`src/hw/rtl/art_pkg.sv`:
```
// ----------------------------------------------------------------------------
// art_pkg
// Shared constants, types and helpers of the address region table.
// ----------------------------------------------------------------------------
`default_nettype none
package art_pkg;

  localparam int MAX_REGIONS = 32;
  localparam int PAGE_BYTES  = 4096;
  localparam int PAGE_LOG    = $clog2(PAGE_BYTES);
  localparam int CNT_W       = $clog2(MAX_REGIONS) + 1;
  localparam int WIDE_W      = 35;

  localparam logic [WIDE_W-1:0] PAGE_MASK = ~(WIDE_W'(PAGE_BYTES - 1));
  localparam logic [CNT_W-1:0]  CNT_MAX   = CNT_W'(MAX_REGIONS);
  localparam logic [CNT_W-1:0]  CNT_LAST  = CNT_W'(MAX_REGIONS - 1);

  localparam logic [31:0] DEFAULT_HINT_RST = 32'hD000_0000;
  localparam logic [31:0] SEARCH_LIMIT_RST = 32'hFFFF_F000;
  localparam logic [3:0]  KERNEL_KIND_MAX  = 4'd5;

  localparam logic [2:0] CMD_MAP   = 3'd0;
  localparam logic [2:0] CMD_UNMAP = 3'd1;
  localparam logic [2:0] CMD_FIND  = 3'd2;
  localparam logic [2:0] CMD_FREE  = 3'd3;
  localparam logic [2:0] CMD_FAULT = 3'd4;

  localparam logic [2:0] ST_OK         = 3'd0;
  localparam logic [2:0] ST_MISALIGNED = 3'd1;
  localparam logic [2:0] ST_OVERLAP    = 3'd2;
  localparam logic [2:0] ST_FULL       = 3'd3;
  localparam logic [2:0] ST_NOT_FOUND  = 3'd4;
  localparam logic [2:0] ST_PROTECTED  = 3'd5;
  localparam logic [2:0] ST_NO_GAP     = 3'd6;

  localparam logic [1:0] FK_OUTSIDE     = 2'd0;
  localparam logic [1:0] FK_NOT_PRESENT = 2'd1;
  localparam logic [1:0] FK_PROTECTION  = 2'd2;

  localparam logic REG_DEFAULT_HINT = 1'b0;
  localparam logic REG_SEARCH_LIMIT = 1'b1;

  typedef enum logic [2:0] {
    S_IDLE,
    S_SCAN,
    S_FINISH,
    S_INSERT,
    S_DELETE,
    S_RESP
  } art_state_t;

  typedef struct packed {
    logic [31:0] base;
    logic [31:0] size;
    logic [7:0]  attr;
  } art_entry_t;

  function automatic logic [WIDE_W-1:0] page_up(input logic [WIDE_W-1:0] x);
    return (x + WIDE_W'(PAGE_BYTES - 1)) & PAGE_MASK;
  endfunction

endpackage
`default_nettype wire

```
`src/hw/rtl/art_cell.sv`:
```
// ----------------------------------------------------------------------------
// art_cell
// One table slot; takes the entry on its d input on every shift (its neighbour's, or the feed for the tail).
// ----------------------------------------------------------------------------
`default_nettype none
module art_cell
  import art_pkg::*;
(
  input  wire logic       clk,
  input  wire logic       shift,
  input  wire art_entry_t d,
  output art_entry_t      q
);

  art_entry_t entry;

  always_ff @(posedge clk) begin
    if (shift) begin
      entry <= d;
    end
  end

  assign q = entry;

endmodule
`default_nettype wire

```
`src/hw/rtl/address_region_table.sv`:
```
// ----------------------------------------------------------------------------
// address_region_table
// Sorted table of virtual address regions held in a ring of cells.
// ----------------------------------------------------------------------------
// Raise start with a command while busy is low; the transaction is taken at
// that edge and busy stays high until the result has been shown.
// The result appears on the output ports for one cycle with done high.
// The entries sit in a ring of MAX_REGIONS cells that rotates one place per
// cycle while scanning, inserting or deleting; the controller inspects the
// head cell and feeds the tail. A misaligned map or an unknown command goes
// straight to the result. Find, find-free, fault and rejected map/unmap scan
// the ring once, then finish and show the result. A successful map adds an
// insert rotation, a successful unmap a delete rotation, before the result.
// One transaction is in flight at a time; the ring rotation sets the rate.
// Registers on the APB port: default_hint at 0x0, search_limit at 0x4,
// written by the user only while busy is low; the block does not enforce this.
// Reset empties the table and loads the register defaults; no clearing
// pass is needed. The receiver cannot stall results.
// ----------------------------------------------------------------------------
`default_nettype none
module address_region_table
  import art_pkg::*;
(
  input  wire logic        clk,
  input  wire logic        rst,
  input  wire logic        start,
  output logic             busy,
  input  wire logic [2:0]  command,
  input  wire logic [31:0] address,
  input  wire logic [31:0] length,
  input  wire logic [3:0]  access_flags,
  input  wire logic [3:0]  region_kind,
  input  wire logic [2:0]  fault_code,
  output logic             done,
  output logic [2:0]       status,
  output logic             hit,
  output logic [31:0]      hit_base,
  output logic [31:0]      hit_size,
  output logic [3:0]       hit_flags,
  output logic [3:0]       hit_kind,
  output logic [31:0]      free_start,
  output logic [1:0]       fault_kind,
  output logic             write_to_read_only,
  output logic             user_to_kernel,
  input  wire logic        psel,
  input  wire logic        penable,
  input  wire logic        pwrite,
  input  wire logic [2:0]  paddr,
  input  wire logic [31:0] pwdata,
  output logic [31:0]      prdata,
  output logic             pready
);

  art_state_t state, state_next;

  art_entry_t ring [MAX_REGIONS];
  art_entry_t feed;
  art_entry_t head;
  art_entry_t held;
  logic       shift;

  logic [31:0] default_hint, search_limit;
  logic [CNT_W-1:0] count, step, pos, idx;
  logic [2:0]  cmd;
  logic [31:0] addr, len;
  logic [3:0]  flags, kind;
  logic [2:0]  err;
  logic        found, stop, first_eq;
  logic [WIDE_W-1:0] cand, want;

  logic              valid;
  logic [WIDE_W-1:0] h_base, h_end, lim, top, nend, a_wide;
  logic              misaligned, accept, step_last;

  assign pready = 1'b1;
  assign accept = start && (state == S_IDLE);

  always_ff @(posedge clk) begin
    if (rst) begin
      default_hint <= DEFAULT_HINT_RST;
      search_limit <= SEARCH_LIMIT_RST;
    end else if (psel && penable && pwrite) begin
      if (paddr[2] == REG_DEFAULT_HINT) default_hint <= pwdata;
      else if (paddr[2] == REG_SEARCH_LIMIT) search_limit <= pwdata;
    end
  end

  assign prdata = (paddr[2] == REG_DEFAULT_HINT) ? default_hint : search_limit;

  genvar k;
  generate
    for (k = 0; k < MAX_REGIONS; k++) begin : g_cell
      if (k == MAX_REGIONS - 1) begin : g_tail
        art_cell u_cell (.clk(clk), .shift(shift), .d(feed), .q(ring[k]));
      end else begin : g_body
        art_cell u_cell (.clk(clk), .shift(shift), .d(ring[k+1]), .q(ring[k]));
      end
    end
  endgenerate

  assign head   = ring[0];
  assign valid  = step < count;
  assign h_base = WIDE_W'(head.base);
  assign h_end  = WIDE_W'(head.base) + WIDE_W'(head.size);
  assign lim    = WIDE_W'(search_limit);
  assign top    = (h_base < lim) ? h_base : lim;
  assign a_wide = WIDE_W'(addr);
  assign nend   = a_wide + WIDE_W'(len);
  assign misaligned = (address[PAGE_LOG-1:0] != '0) || (length[PAGE_LOG-1:0] != '0);

  always_comb begin
    step_last = 1'b0;
    case (state)
      S_SCAN:   step_last = (step == CNT_LAST);
      S_INSERT: step_last = (step == CNT_LAST);
      S_DELETE: step_last = (step == CNT_MAX);
      default:  step_last = 1'b0;
    endcase
  end

  always_comb begin
    state_next = state;
    case (state)
      S_IDLE: begin
        if (start) begin
          if ((command == CMD_MAP && misaligned) || command > CMD_FAULT) state_next = S_RESP;
          else state_next = S_SCAN;
        end
      end
      S_SCAN: begin
        if (step_last) state_next = S_FINISH;
      end
      S_FINISH: begin
        state_next = S_RESP;
        if (cmd == CMD_MAP && !found && count != CNT_MAX) state_next = S_INSERT;
        if (cmd == CMD_UNMAP && found && hit_kind > KERNEL_KIND_MAX) state_next = S_DELETE;
      end
      S_INSERT: begin
        if (step_last) state_next = S_RESP;
      end
      S_DELETE: begin
        if (step_last) state_next = S_RESP;
      end
      S_RESP:   state_next = S_IDLE;
      default:  state_next = S_IDLE;
    endcase
  end

  always_comb begin
    busy  = (state != S_IDLE);
    done  = (state == S_RESP);
    shift = 1'b0;
    feed  = head;
    case (state)
      S_SCAN: shift = 1'b1;
      S_INSERT: begin
        shift = 1'b1;
        if (step == pos) feed = '{base: addr, size: len, attr: {kind, flags}};
        else if (step > pos) feed = held;
      end
      S_DELETE: begin
        shift = 1'b1;
        if (step <= idx) feed = held;
      end
      default: shift = 1'b0;
    endcase
  end

  always_ff @(posedge clk) begin
    if (rst) begin
      state <= S_IDLE;
      count <= '0;
    end else begin
      state <= state_next;
      if (state == S_INSERT && step_last) count <= count + 1'b1;
      if (state == S_DELETE && step_last) count <= count - 1'b1;
    end
  end

  always_ff @(posedge clk) begin
    held <= head;
    if (state == S_SCAN || state == S_INSERT || state == S_DELETE) step <= step + 1'b1;
    if (accept) begin
      cmd      <= command;
      addr     <= address;
      len      <= length;
      flags    <= access_flags;
      kind     <= region_kind;
      err      <= fault_code;
      step     <= '0;
      pos      <= '0;
      idx      <= '0;
      found    <= 1'b0;
      stop     <= 1'b0;
      first_eq <= 1'b0;
      want     <= page_up(WIDE_W'(length));
      cand     <= page_up(WIDE_W'((address != '0) ? address : default_hint));
      status   <= (command == CMD_MAP) ? ST_MISALIGNED : ST_NOT_FOUND;
      hit      <= 1'b0;
      hit_base <= '0;
      hit_size <= '0;
      hit_flags <= '0;
      hit_kind  <= '0;
      free_start <= '0;
      fault_kind <= FK_OUTSIDE;
      write_to_read_only <= 1'b0;
      user_to_kernel     <= 1'b0;
    end
    if (state == S_SCAN && valid && !found) begin
      case (cmd)
        CMD_MAP: begin
          if (a_wide < h_end && nend > h_base) begin
            found <= 1'b1;
            hit <= 1'b1; hit_base <= head.base; hit_size <= head.size;
            hit_flags <= head.attr[3:0]; hit_kind <= head.attr[7:4];
          end
        end
        CMD_UNMAP: begin
          if (head.base == addr) begin
            found <= 1'b1; idx <= step;
            hit <= 1'b1; hit_base <= head.base; hit_size <= head.size;
            hit_flags <= head.attr[3:0]; hit_kind <= head.attr[7:4];
          end
        end
        CMD_FIND, CMD_FAULT: begin
          if (addr >= head.base && a_wide < h_end) begin
            found <= 1'b1;
            hit <= 1'b1; hit_base <= head.base; hit_size <= head.size;
            hit_flags <= head.attr[3:0]; hit_kind <= head.attr[7:4];
          end
        end
        CMD_FREE: begin
          if (cand + want <= top) begin
            found <= 1'b1;
            free_start <= cand[31:0];
          end else if (cand < h_end) begin
            cand <= page_up(h_end);
          end
        end
        default: found <= found;
      endcase
    end
    if (state == S_SCAN && cmd == CMD_MAP && valid && !stop) begin
      if (head.base < addr) pos <= pos + 1'b1;
      else stop <= 1'b1;
      if (step == '0) first_eq <= (head.base == addr);
    end
    if (state == S_FINISH) begin
      case (cmd)
        CMD_MAP: begin
          if (found) status <= ST_OVERLAP;
          else if (count == CNT_MAX) status <= ST_FULL;
          else status <= ST_OK;
          if (pos == '0 && count != '0 && first_eq) pos <= CNT_W'(1);
        end
        CMD_UNMAP: begin
          if (!found) status <= ST_NOT_FOUND;
          else if (hit_kind <= KERNEL_KIND_MAX) status <= ST_PROTECTED;
          else status <= ST_OK;
        end
        CMD_FIND: status <= found ? ST_OK : ST_NOT_FOUND;
        CMD_FREE: begin
          if (found) status <= ST_OK;
          else if (cand + want <= lim) begin
            status <= ST_OK;
            free_start <= cand[31:0];
          end else status <= ST_NO_GAP;
        end
        CMD_FAULT: begin
          status <= ST_OK;
          if (found) begin
            if (!err[0]) fault_kind <= FK_NOT_PRESENT;
            else begin
              fault_kind <= FK_PROTECTION;
              write_to_read_only <= err[1] && !hit_flags[1];
              user_to_kernel     <= err[2] && !hit_flags[3];
            end
          end
        end
        default: status <= ST_NOT_FOUND;
      endcase
    end
    if (state == S_FINISH) step <= '0;
  end

endmodule
`default_nettype wire
```
`config.mk`:
```
export PLATFORM = sky130hd
export DESIGN_NAME = address_region_table
export DESIGN_NICKNAME = d
export VERILOG_FILES = /design/src/hw/rtl/art_pkg.sv /design/src/hw/rtl/art_cell.sv /design/src/hw/rtl/address_region_table.sv
export SDC_FILE = /design/constraint.sdc
export NUM_CORES = 2
export LEC_CHECK = 0
export ABC_AREA = 1
export BUFFER_PORTS_ARGS = -buffer_cell sky130_fd_sc_hd__buf_2
export CAP_MARGIN = 20
export CORE_UTILIZATION = 42
export DETAILED_ROUTE_END_ITERATION = 10
export PLACE_DENSITY = 0.55
export SLEW_MARGIN = 20
export SYNTH_ARGS = -nofsm -noshare
export SYNTH_HDL_FRONTEND = slang
export SYNTH_HIERARCHICAL = 1
export SYNTH_SLANG_ARGS = --single-unit
```
`constraint.sdc`:
```
create_clock -name clk -period 63.5 [get_ports clk]
set_input_delay 3.175 -clock clk [delete_from_list [all_inputs] [get_ports clk]]
set_output_delay 3.175 -clock clk [all_outputs]
set_load 0.05 [all_outputs]
```
==> flow_summary.yaml <==
critical_path:
  cpMaxStageDelayCell: "buf_4"
  timing.rr.end: "g_cell[25].g_body.u_cell/q[19]"
  worstPathArrival_ns: 9.18
  timing.setup.critical_path_class: "reg2reg"
  slowest_delay_ns: 0.92
  cp_common_cell: "buf_4"
  path_buf_inv: 11
  rr_startpoint: "state[1]"
  cp_max_fo: 191
  crit_family: "buffers and inverters"
  endpoint_kind: "flop"
  required_ns: 64.01
  start_kind: "flop"
  rr_worst_depth: 15
  critical_path.cell_chain: "nor2_1 -> inv_1 -> nor2_4 -> nor2_4 -> inv_2 -> buf_4 -> nor2_1 -> inv_8 -> buf_4 -> buf_4 -> buf_4 -> buf_4 -> buf_12 -> buf_4 -> buf_4"
  ff2ff_setup_slack_ns: 54.83
pwr:
  switching_share_pct: 34.44
  switchingPower_w: 0.002391
  p_int_w: 0.004552
  seq_power_share_pct: 49.3
  combPwrFrac_pct: 26.7
  p_leak_nw: 43.46
  ir_drop_v: 0.0001691
  p_per_area_nw_per_um2: 59.34
  clockPowerShare_pct: 24.0
routing:
  vias: 57240
  drcViolationCount: 0
  wl_um: 251100
  dr.pass1.iters: 6
  antenna_left: 0
  initialDrtViolationCount: 5571
  viasPerCell: 5.197
  wl_per_cell_um: 22.80
yosys:
  ys.flop_type: "edfxtp_1"
  netlist_top_cells_area: "edfxtp_1, dfxtp_1, nand2_1, ha_1, o21ai_0"
  synth_top_area_cell: "edfxtp_1"
  syn_area_per_cell_um2: 14.34
  synth_edf_count: 2407
  yosysWarnings: 6
  synthCells: 7132
  async_flop_share_pct: 0
  synth_top_cell_area_share_pct: 70.69
  yosysSeqAreaShare_pct: 76.74
  synth.cell_area_um2: 102200
  yosysUniqueCellTypes: 68
  syn_nets: 7587
  synth-seq-cells: 2716
global_route:
  grt_pass1_wl_um: 362400
  overflow: 0
  antenna_found_initial: 41
  grt_max_degree: 198
  grt_pass1_vias: 54220
  grt_usage_pct: 20.33
final_layout:
  layout_common_cells: "edfxtp_1, nand2_1, inv_1"
  final_common_cell: "edfxtp_1"
  multi_input_comb_area_um2: 20840
  fin_nets: 8050
  seq_area_um2: 78470
  syn_to_final_growth_pct: 14.43
  nFillCells: 20580
  drive_gt1_share_pct: 12.20
outcome:
  outcome: "completed"
clock_network:
  cts-resized-gates: 0
  worstSkewPairLatency_ns: 0.94
  postCtsSetupBuffers: 0
  cts_made_buffers: 301
  root_buffer: "clkbuf_16"
  cts_tree: "done"
  cts_hold_buf: 0
  cts.sinks: 2716
  cts_max_level: 5
  clk_pin_slew_worst_paths_ns: 0.06
  clk_path_buf_depth: 4
min_path:
  min_from: "g_cell[26].g_body.u_cell/q[30]"
  hold_depth: 0
  min_to: "g_cell[25].g_body.u_cell/q[30]"
  hold_path_class: "reg2reg"
floorplanning:
  die-height_um: 495.4
  core-area_um2: 241200
  io_pins: 266
  die_w_um: 495.4
  start_util_pct: 42.39
  die-area_um2: 245400
  fp-row-count: 180
flow_run:
  max_cap_viol_count: 0
sta:
  worstMarginPinSlew_ns: 1.167
  fin_skew_ns: 0.09857
  setup_viol: 0
  grt_setup_unrepaired: "false"
  finalCritPeriodShare_pct: 13.66
  hold_viol: 0
  max_freq_mhz: 115.3
  final.min_clock_period_ns: 8.671
  whs_ns: 0.3481
  finalSetupTns_ns: 0
  slew_viol_final: 0
  slew_headroom_pct: 22.17
placed_design:
  hpwlAfterDp_um: 168700
  place.gp.congestion: 0.9279
  portBuffers: 262
-- power groups by stage --
stage                     Clock (W)  Combinational (W)  Sequential, W
after CTS                   0.00172            0.00185        0.00343
after global routing        0.00179            0.00204        0.00349
after global placement            0            0.00181        0.00343
after detailed placement          0            0.00185        0.00346
after floorplan                   0            0.00124        0.00530
final                       0.00167            0.00186        0.00342
-- per-stage QoR --
step	power, W	cell area (µm²)	util, %	cells	setup slack, ns
detailed placement	0.005305	107500	44.55	10470	54.41
global route	0.007319	117000	48.50	11010	54.04
global placement	0.005235	107500	44.55	10470	54.68
CTS	0.007007	116900	48.47	11000	54.42
finish	0.006943	117000	48.51	11010	54.83
floorplan	0.006547	102200	-	7132	11.95
-- per-layer routing --
metal / vias up / part of all wire, % / global-route usage [%]
li1: 26780 / - / -
met1: 28200 / 45 / 28.24
met2: 1647 / 45 / 30.74
met3: 577 / 5.4 / 3.590
met4: 30 / 5.2 / 10.28
met5: - / 0.085 / 0
-- how the worst max path moves through the flow --
| stage | startpoint | end | slack [ns] | depth (start not counted) |
|---|---|---|---|---|
| 5_1_grt | state[1] | g_cell[25].g_body.u_cell/q[19] | 54.04 | 15 |
| 2_1_floorplan | state[0] | state[1] | 11.95 | 10 |
| 6_report | state[1] | g_cell[25].g_body.u_cell/q[19] | 54.83 | 15 |
| 4_1_cts | state[1] | g_cell[25].g_body.u_cell/q[19] | 54.42 | 15 |
| 3_3_place_gp | state[0] | g_cell[8].g_body.u_cell/q[36] | 54.68 | 15 |
| 3_5_place_dp | state[0] | g_cell[24].g_body.u_cell/q[19] | 54.41 | 15 |
-- cells in the mapped netlist, drive strengths merged (9+ instances only) --
library cell / count
xor2: 55
nand3: 306
nor3: 58
nor2: 373
nand2: 1281
buf: 51
clkbuf: 147
a21oi: 389
edfxtp: 2407
nand4: 97
o21ai: 441
nor4: 13
dfxtp: 309
xnor2: 28
a211oi: 11
inv: 550
a31oi: 9
o211ai: 142
o221ai: 48
ha: 332
nand3b: 14
-- sequential cells by signal (all words and copies together) (netlist names), 4 cells and up --
signal and count:
hit_flags 4, len 32, addr 32, kind 4
cand 35, default_hint 32, g_cell.g_body.u_cell/q 2232, hit_size 32
held 72, count 6, search_limit 32, hit_base 32
want 21, pos 6, step 6, free_start 32
idx 6, hit_kind 4, g_cell.g_tail.u_cell/q 72, flags 4
-- layout make-up --
cell class	instances	share of cell area, %
multi-input combinational	3664	17.81
sequential	2716	67.06
timing repair buffer	358	1.845
inverter	554	1.790
antenna	7	0.01497
clock buffer	384	6.871
tap	3185	3.406
clock inverter	145	1.200
-- kinds of logic after synthesis --
family                     synth area share [%]
AOI/OAI and AO/OA                         6.052
xor gates and xnor gates                 0.7110
adders and majority gates                 4.141
buffers and inverters                     2.948
DFF                                       76.74
other                                  0.003668
and+or+nand+nor                           9.403
No activity file was read; power rests on OpenSTA's default activity.
